File: config.mk
export PLATFORM = sky130hd
export DESIGN_NAME = least_loaded_dispatcher_top
export DESIGN_NICKNAME = d
export VERILOG_FILES = /design/src/rtl/lld_pkg.sv /design/src/rtl/lld_alu.sv /design/src/rtl/lld_load_file.sv /design/src/rtl/least_loaded_dispatcher_top.sv
export SDC_FILE = /design/constraint.sdc
export NUM_CORES = 1
export LEC_CHECK = 0
export BUFFER_PORTS_ARGS = -buffer_cell sky130_fd_sc_hd__buf_2
export CAP_MARGIN = 0
export CORE_AREA = 2 2 179 181
export DETAILED_ROUTE_END_ITERATION = 12
export DIE_AREA = 0 0 181 183
export PLACE_DENSITY = 0.89
export SYNTH_ARGS = -nofsm -noshare
export SYNTH_HDL_FRONTEND = slang
export SYNTH_SLANG_ARGS = --single-unit
File: constraint.sdc
create_clock -name clk -period 6.9 [get_ports clk]
set_clock_uncertainty 0.1 [all_clocks]
set_input_delay 0.345 -clock clk [delete_from_list [all_inputs] [get_ports clk]]
set_output_delay 0.345 -clock clk [all_outputs]
set_load 0.1 [all_outputs]
File: src/rtl/lld_pkg.sv
package lld_pkg;

	localparam int MAX_DEVICES = 8;
	localparam int LOAD_BITS   = 32;
	localparam int DEV_W       = 3;
	localparam int CNT_W       = 4;
	localparam int WEIGHT_W    = 20;
	localparam int OUT_LOAD_W  = 32;

	localparam logic [LOAD_BITS-1:0] LOAD_MAX = {LOAD_BITS{1'b1}};

	// result status codes
	localparam logic [1:0] ST_OK    = 2'd0;
	localparam logic [1:0] ST_CLAMP = 2'd1;
	localparam logic [1:0] ST_RANGE = 2'd2;

	// item modes
	localparam logic MODE_ASSIGN  = 1'b0;
	localparam logic MODE_RELEASE = 1'b1;

	typedef enum logic [1:0] {
		ALU_LT,
		ALU_ADD_SAT,
		ALU_SUB_CLAMP
	} lld_op_t;

	typedef struct packed {
		logic [LOAD_BITS-1:0] value;
		logic                 flag;
	} lld_alu_res_t;

	typedef struct packed {
		logic                 en;
		logic [DEV_W-1:0]     addr;
		logic [LOAD_BITS-1:0] data;
	} lld_wr_t;

endpackage

File: src/rtl/lld_alu.sv
module lld_alu (
	input  lld_pkg::lld_op_t                op,
	input  logic [lld_pkg::LOAD_BITS-1:0]   a,
	input  logic [lld_pkg::LOAD_BITS-1:0]   b,
	output lld_pkg::lld_alu_res_t           res
);
	import lld_pkg::*;

	logic [LOAD_BITS:0] sum;
	logic [LOAD_BITS:0] diff;

	// one adder and one subtractor, result picked by the op
	assign sum  = {1'b0, a} + {1'b0, b};
	assign diff = {1'b0, a} - {1'b0, b};

	always_comb begin
		res = '0;
		case (op)
			ALU_LT: begin
				res.value = '0;
				res.flag  = diff[LOAD_BITS];
			end
			ALU_ADD_SAT: begin
				res.flag  = sum[LOAD_BITS];
				res.value = sum[LOAD_BITS] ? LOAD_MAX : sum[LOAD_BITS-1:0];
			end
			ALU_SUB_CLAMP: begin
				res.flag  = diff[LOAD_BITS];
				res.value = diff[LOAD_BITS] ? '0 : diff[LOAD_BITS-1:0];
			end
			default: begin
				res = '0;
			end
		endcase
	end

endmodule

File: src/rtl/lld_load_file.sv
module lld_load_file (
	input  logic                            clk,
	input  logic                            arst_n,
	input  logic [lld_pkg::DEV_W-1:0]       rd_addr,
	output logic [lld_pkg::LOAD_BITS-1:0]   rd_data,
	input  lld_pkg::lld_wr_t                wr
);
	import lld_pkg::*;

	logic [LOAD_BITS-1:0] load_q [MAX_DEVICES];

	always_ff @(posedge clk or negedge arst_n) begin
		if (!arst_n) begin
			for (int i = 0; i < MAX_DEVICES; i++) begin
				load_q[i] <= '0;
			end
		end else if (wr.en) begin
			load_q[wr.addr] <= wr.data;
		end
	end

	assign rd_data = load_q[rd_addr];

endmodule

File: src/rtl/least_loaded_dispatcher_top.sv
// channel   direction  signals                              transaction when
// config    in         cfg_we, cfg_data[3:0]                cfg_we high at clk edge
// item      in         start, mode, weight, release_device  start high, busy low
// result    out        done, device, new_load, status       done high (one cycle)
//
// assign: one compare per active counter through the shared alu, then a step to close the scan,
// then one add in the update state; the active counters are the first effective device_count (1..8)
// release: a single subtract in the update state, with no scan
// a new item may be accepted in the cycle that done is high
// arst_n clears all load counters to zero and device_count to 1
// done cannot be stalled: the result is valid for that one cycle only
module least_loaded_dispatcher_top (
	input  logic                             clk,
	input  logic                             arst_n,
	input  logic                             cfg_we,
	input  logic [lld_pkg::CNT_W-1:0]        cfg_data,
	input  logic                             start,
	output logic                             busy,
	input  logic                             mode,
	input  logic [lld_pkg::WEIGHT_W-1:0]     weight,
	input  logic [lld_pkg::DEV_W-1:0]        release_device,
	output logic                             done,
	output logic [lld_pkg::DEV_W-1:0]        device,
	output logic [lld_pkg::OUT_LOAD_W-1:0]   new_load,
	output logic [1:0]                       status
);
	import lld_pkg::*;

	typedef enum logic [1:0] {
		S_IDLE,
		S_SCAN,
		S_UPDATE
	} state_t;

	state_t                state_q;
	logic [CNT_W-1:0]      dev_count_q;
	logic [CNT_W-1:0]      n_eff;
	logic                  mode_q;
	logic [WEIGHT_W-1:0]   weight_q;
	logic [DEV_W-1:0]      dev_q;
	logic [CNT_W-1:0]      idx_q;
	logic [LOAD_BITS-1:0]  best_q;
	logic                  done_q;
	logic [DEV_W-1:0]      device_q;
	logic [LOAD_BITS-1:0]  new_load_q;
	logic [1:0]            status_q;

	logic [DEV_W-1:0]      rd_addr;
	logic [LOAD_BITS-1:0]  rd_data;
	lld_wr_t               wr;
	lld_op_t               alu_op;
	logic [LOAD_BITS-1:0]  alu_a;
	logic [LOAD_BITS-1:0]  alu_b;
	lld_alu_res_t          alu_res;
	logic                  rel_out_of_range;

	// device_count register, zero counts as one, large values cap at the maximum
	always_ff @(posedge clk or negedge arst_n) begin
		if (!arst_n) begin
			dev_count_q <= CNT_W'(1);
		end else if (cfg_we) begin
			dev_count_q <= cfg_data;
		end
	end

	always_comb begin
		if (dev_count_q == '0) begin
			n_eff = CNT_W'(1);
		end else if (dev_count_q > CNT_W'(MAX_DEVICES)) begin
			n_eff = CNT_W'(MAX_DEVICES);
		end else begin
			n_eff = dev_count_q;
		end
	end

	assign rel_out_of_range = ({1'b0, dev_q} >= n_eff);

	// scan walks the counters, update reads the chosen or named device
	assign rd_addr = (state_q == S_SCAN) ? idx_q[DEV_W-1:0] : dev_q;

	// shared alu: compare during scan, add or subtract in update
	always_comb begin
		alu_a = rd_data;
		if (state_q == S_SCAN) begin
			alu_op = ALU_LT;
			alu_b  = best_q;
		end else begin
			alu_op = (mode_q == MODE_ASSIGN) ? ALU_ADD_SAT : ALU_SUB_CLAMP;
			alu_b  = LOAD_BITS'(weight_q);
		end
	end

	lld_alu u_alu (
		.op  (alu_op),
		.a   (alu_a),
		.b   (alu_b),
		.res (alu_res)
	);

	// counter write-back at the end of an in-range update
	always_comb begin
		wr.en   = (state_q == S_UPDATE) &&
			((mode_q == MODE_ASSIGN) || !rel_out_of_range);
		wr.addr = dev_q;
		wr.data = alu_res.value;
	end

	lld_load_file u_load_file (
		.clk     (clk),
		.arst_n  (arst_n),
		.rd_addr (rd_addr),
		.rd_data (rd_data),
		.wr      (wr)
	);

	// sequencer
	always_ff @(posedge clk or negedge arst_n) begin
		if (!arst_n) begin
			state_q    <= S_IDLE;
			done_q     <= 1'b0;
			mode_q     <= MODE_ASSIGN;
			weight_q   <= '0;
			dev_q      <= '0;
			idx_q      <= '0;
			best_q     <= '0;
			device_q   <= '0;
			new_load_q <= '0;
			status_q   <= ST_OK;
		end else begin
			done_q <= 1'b0;
			case (state_q)
				S_IDLE: begin
					if (start) begin
						mode_q   <= mode;
						weight_q <= weight;
						idx_q    <= '0;
						// all-ones start value: device 0 wins unless a smaller load shows up
						best_q   <= LOAD_MAX;
						if (mode == MODE_ASSIGN) begin
							dev_q   <= '0;
							state_q <= S_SCAN;
						end else begin
							dev_q   <= release_device;
							state_q <= S_UPDATE;
						end
					end
				end
				S_SCAN: begin
					if (idx_q >= n_eff) begin
						state_q <= S_UPDATE;
					end else begin
						// strict less-than keeps ties on the lowest index
						if (alu_res.flag) begin
							best_q <= rd_data;
							dev_q  <= idx_q[DEV_W-1:0];
						end
						idx_q <= idx_q + CNT_W'(1);
					end
				end
				S_UPDATE: begin
					done_q   <= 1'b1;
					device_q <= dev_q;
					if ((mode_q == MODE_RELEASE) && rel_out_of_range) begin
						new_load_q <= '0;
						status_q   <= ST_RANGE;
					end else begin
						new_load_q <= alu_res.value;
						status_q   <= alu_res.flag ? ST_CLAMP : ST_OK;
					end
					state_q <= S_IDLE;
				end
				default: begin
					state_q <= S_IDLE;
				end
			endcase
		end
	end

	assign busy     = (state_q != S_IDLE);
	assign done     = done_q;
	assign device   = device_q;
	assign new_load = new_load_q[OUT_LOAD_W-1:0];
	assign status   = status_q;

	// result appears only after an update cycle
	a_done_after_update: assert property (@(posedge clk) disable iff (!arst_n)
		done |-> $past(state_q == S_UPDATE))
		else $error("done without a preceding update");

	// an accepted transaction makes the block busy
	a_accept_busy: assert property (@(posedge clk) disable iff (!arst_n)
		(start && !busy) |=> busy)
		else $error("accepted transaction did not raise busy");

	// out-of-range release reports a zero load
	a_range_zero: assert property (@(posedge clk) disable iff (!arst_n)
		(done && (status == ST_RANGE)) |-> (new_load == '0))
		else $error("out-of-range release with nonzero load");

	// only a release may report out of range
	a_range_release: assert property (@(posedge clk) disable iff (!arst_n)
		(done && (status == ST_RANGE)) |-> (mode_q == MODE_RELEASE))
		else $error("assign reported out of range");

	// counters never written while idle
	a_no_idle_write: assert property (@(posedge clk) disable iff (!arst_n)
		!busy |-> !wr.en)
		else $error("counter write while idle");

endmodule

==> parameters.txt <==
Parameter                              Value

Status
  Status    finished, final reports clean

Synthesis
  Unique cell type count in the Yosys netlist    85
  Net Count, Synth    2166
  Mean cell area of the mapped netlist    between 9 and 10 µm²
  Number of flops mapped to enable cells by yosys    0
  FF+latch count, synth    between 300 and 400
  Count of warnings emitted by yosys    0
  Post-synthesis instance total    2060
  Most instantiated flip-flop cell in the synthesis netlist    dfrtp_1
  Fraction of registers with async set/reset    1.00
  Cell area after synthesis    19500 µm²
  Seq/Total Area, Yosys    0.462

Timing
  Max-Slew Margin vs Limit    0.381
  Hold Fails Final Rpt    0
  Setup repair after global routing missed its margin    no
  Actual transition at the worst max-transition pin    approximately 0.93 ns
  Final Cycle Share    0.947
  Final setup violating endpoints    0
  Post-route minimum period    6.54 ns
  Total count of max-transition violations in the final report    0
  Maximum frequency from static timing analysis    about 0.15 GHz
  Final sum of negative setup slack    0 ns

Layout
  Final #Nets    2211
  ANT cells    0
  Synth-to-layout area growth    11.8%
  Filler cell count in the final layout    2223
  Layout cells sized above 1    0.161

Route
  Total via count after detailed routing    about 17000
  Average wire length per cell after detail routing    approximately 23 µm
  DRT antenna net count    0
  DRC viols    0
  Post-detailed-routing wire length    between 50000 and 60000 µm
  Number of violations reported at the end of detailed-routing iteration 0    about 1800
  DRT Pass-1 Iters    7
  Via density    around 6.6

Setup path
  Launch point of the critical path    state_q[0]
  Crit. End Element    flop
  Number of cell instances on the worst register-to-register path    18
  Data arrival at the endpoint of the critical path    6.83 ns
  Crit Path Max Fanout    36
  Worst reg2reg path startpoint    state_q[0]
  Type of the worst setup path    flop to flop
  Launching element type of the critical path    flop
  RR Endpoint    u_load_file.load_q[187]
  Worst Setup EP    u_load_file.load_q[187]
  Setup slack of the most critical reg-to-reg path    ~0.36 ns
  Worst endpoint required time    between 7 and 8 ns

Clocking
  Number of clock sinks    360
  CTS clk-pin slew, worst paths    roughly 0.060 ns
  TritonCTS buffer count    38
  Maximum level of the CTS H-tree    2
  Clock tree from TritonCTS    built
  Latest clock arrival within the worst-skew pair    0.55 ns
  Buffers from clock root to sink, at most    3
  Post-CTS setup buffers    0
  CTS Root Cell    clkbuf_16

GRT
  Wire length of the first global-routing pass    a little over 90000 µm
  Pin count of the biggest net entering global routing    approximately 150
  Overflow left after global routing    0
  Aggregate global-route resource usage    0.357
  Vias in the first global route    between 15000 and 20000
  Number of antenna violations at the first check in global routing    0

Placed design
  Global placer's final weighted congestion    around 1
  HPWL reported at the end of detailed placement    37500 µm
  Total of buffers placed on input and output ports    70

Flow run
  Reported max-cap violation count    0

Floorplanning
  Core footprint    about 31000 µm²
  Die span in y    183 µm
  Die outline width    181 µm
  Initial cell density of the core    0.624
  I/O pin count    71
  Die Area    33100 µm²
  Row count    65

Worst hold path
  Class of the tightest hold or removal check    primary input to flop
metrics by stage:
step           utilization  cells  setup slack, ns  area (µm²)  hold WS, ns
2_1_floorplan            -   2060             1.42       19500      -0.0506
3_3_place_gp         0.649   2440            0.697       20300        0.248
3_5_place_dp         0.649   2440            0.545       20300        0.258
4_1_cts              0.698   2537            0.440       21800      0.00582
5_1_grt              0.698   2537           0.0461       21800       0.0400
6_report             0.698   2537            0.364       21800       0.0150
cells in the mapped netlist (all sizes together), types with 12 or more instances:
master	n	area [µm²]
nor3	12	60.1
nor4	32	200
nor2	128	488
o221ai	23	201
a221o	22	220
nor2b	20	125
dfrtp	359	8980
mux4	64	1440
nand2	446	1680
a21oi	99	589
mux2	42	473
clkbuf	111	418
ha	72	901
a21o	16	120
buf	27	131
nand3	15	75.1
o21ai	310	1570
inv	74	278
nand2b	15	93.8
o21bai	18	135
worst min-delay path by stage:
| stage | cells after the start | start | end | slack, ns |
|---|---|---|---|---|
| 4_1_cts | 3 | start | state_q[1] | 0.006 |
| 6_report | 3 | release_device[1] | dev_q[1] | 0.02 |
| 3_3_place_gp | 1 | arst_n | weight_q[7] | 0.25 |
| 3_5_place_dp | 1 | arst_n | weight_q[7] | 0.26 |
| 5_1_grt | 3 | start | state_q[1] | 0.04 |
| 2_1_floorplan | 0 | arst_n | best_q[0] | -0.05 |
worst max-delay path: stages, from the launching register on:
cell and delay (ns):
dfrtp_1 0.47, nor2b_4 0.40, mux2i_4 0.59, buf_4 0.58, mux4_2 0.44, mux2_2 0.35
ha_1 0.47, nand2b_1 0.16, a221oi_1 0.10, o2111ai_1 0.34, a21boi_1 0.12, o221a_1 0.24
o41a_1 0.46, o21ai_2 0.32, buf_4 0.30, buf_4 0.18, o221ai_1 0.14, a21oi_2 0.44
o21ai_1 0.14
state kept, by name (all words and copies together) (netlist names):
| name | cells |
|---|---|
| weight_q | 20 |
| dev_q | 3 |
| mode_q | 1 |
| state_q | 2 |
| dev_count_q | 4 |
| new_load | 32 |
| best_q | 32 |
| device | 3 |
| status | 2 |
| done | 1 |
| u_load_file.load_q | 256 |
| idx_q | 4 |
cells by family (layout without fill, tap and decap cells):
group | after synthesis | count (layout) | share of synthesized area
and+or+nand+nor | 714 | 714 | 0.157
AOI/OAI and AO/OA | 580 | 580 | 0.185
DFF | 360 | 360 | 0.462
buffers and inverters | 213 | 288 | 0.0426
muxes | 114 | 114 | 0.102
adders and majority gates | 74 | 74 | 0.0483
xor gates and xnor gates | 5 | 5 | 0.00225
layer usage:
| layer | up-vias | global-route usage | wire [µm] |
|---|---|---|---|
| met4 | 2 | 0.172 | 2660 |
| met3 | 216 | 0.0763 | 5700 |
| met1 | 8219 | 0.482 | 22500 |
| li1 | 7374 | - | - |
| met5 | - | 0 | 22 |
| met2 | 1006 | 0.556 | 26800 |
layout by cell type (no fill, tap or decap), types with 7 or more instances in the layout:
| cell type | instances |
|---|---|
| a211o_1 | 10 |
| o31ai_1 | 7 |
| ha_1 | 72 |
| nand3_1 | 13 |
| a21oi_2 | 22 |
| nor2b_1 | 19 |
| nor4_1 | 32 |
| nor3_1 | 12 |
| a21oi_1 | 75 |
| buf_2 | 69 |
| mux4_2 | 64 |
| o211ai_1 | 10 |
| o21ai_1 | 45 |
| clkinv_2 | 8 |
| nor2_1 | 125 |
| clkbuf_1 | 8 |
| a211oi_1 | 8 |
| dfrtp_1 | 359 |
| o221ai_1 | 23 |
| o21ai_0 | 260 |
| inv_1 | 73 |
| nand2b_1 | 14 |
| buf_4 | 42 |
| nand2_1 | 444 |
| mux2_2 | 42 |
| o21bai_1 | 18 |
| clkbuf_16 | 38 |
| a221o_1 | 22 |
| a31oi_1 | 8 |
| dlygate4sd3_1 | 27 |
| a21o_1 | 16 |
| nand3b_1 | 7 |
cell type report:
| cell class | instances | area, µm² | area share |
|---|---|---|---|
| Clock buffer | 52 | 1060 | 0.0488 |
| Clock inverter | 18 | 181 | 0.00833 |
| Inverter | 75 | 282 | 0.0129 |
| Multi-Input combinational cell | 1487 | 9720 | 0.446 |
| Sequential cell | 360 | 9010 | 0.413 |
| Tap cell | 402 | 503 | 0.0231 |
| Timing Repair Buffer | 143 | 1030 | 0.0471 |
repair_timing:
action                                  CTS  global route
hold endpoints to repair                 97             0
resized for setup                         0             2
hold buffers                             27             0
endpoints found under the setup margin    0             9
Power is not shown: default switching activity piles up to over one toggle a cycle in this logic, so the estimate is an artifact.
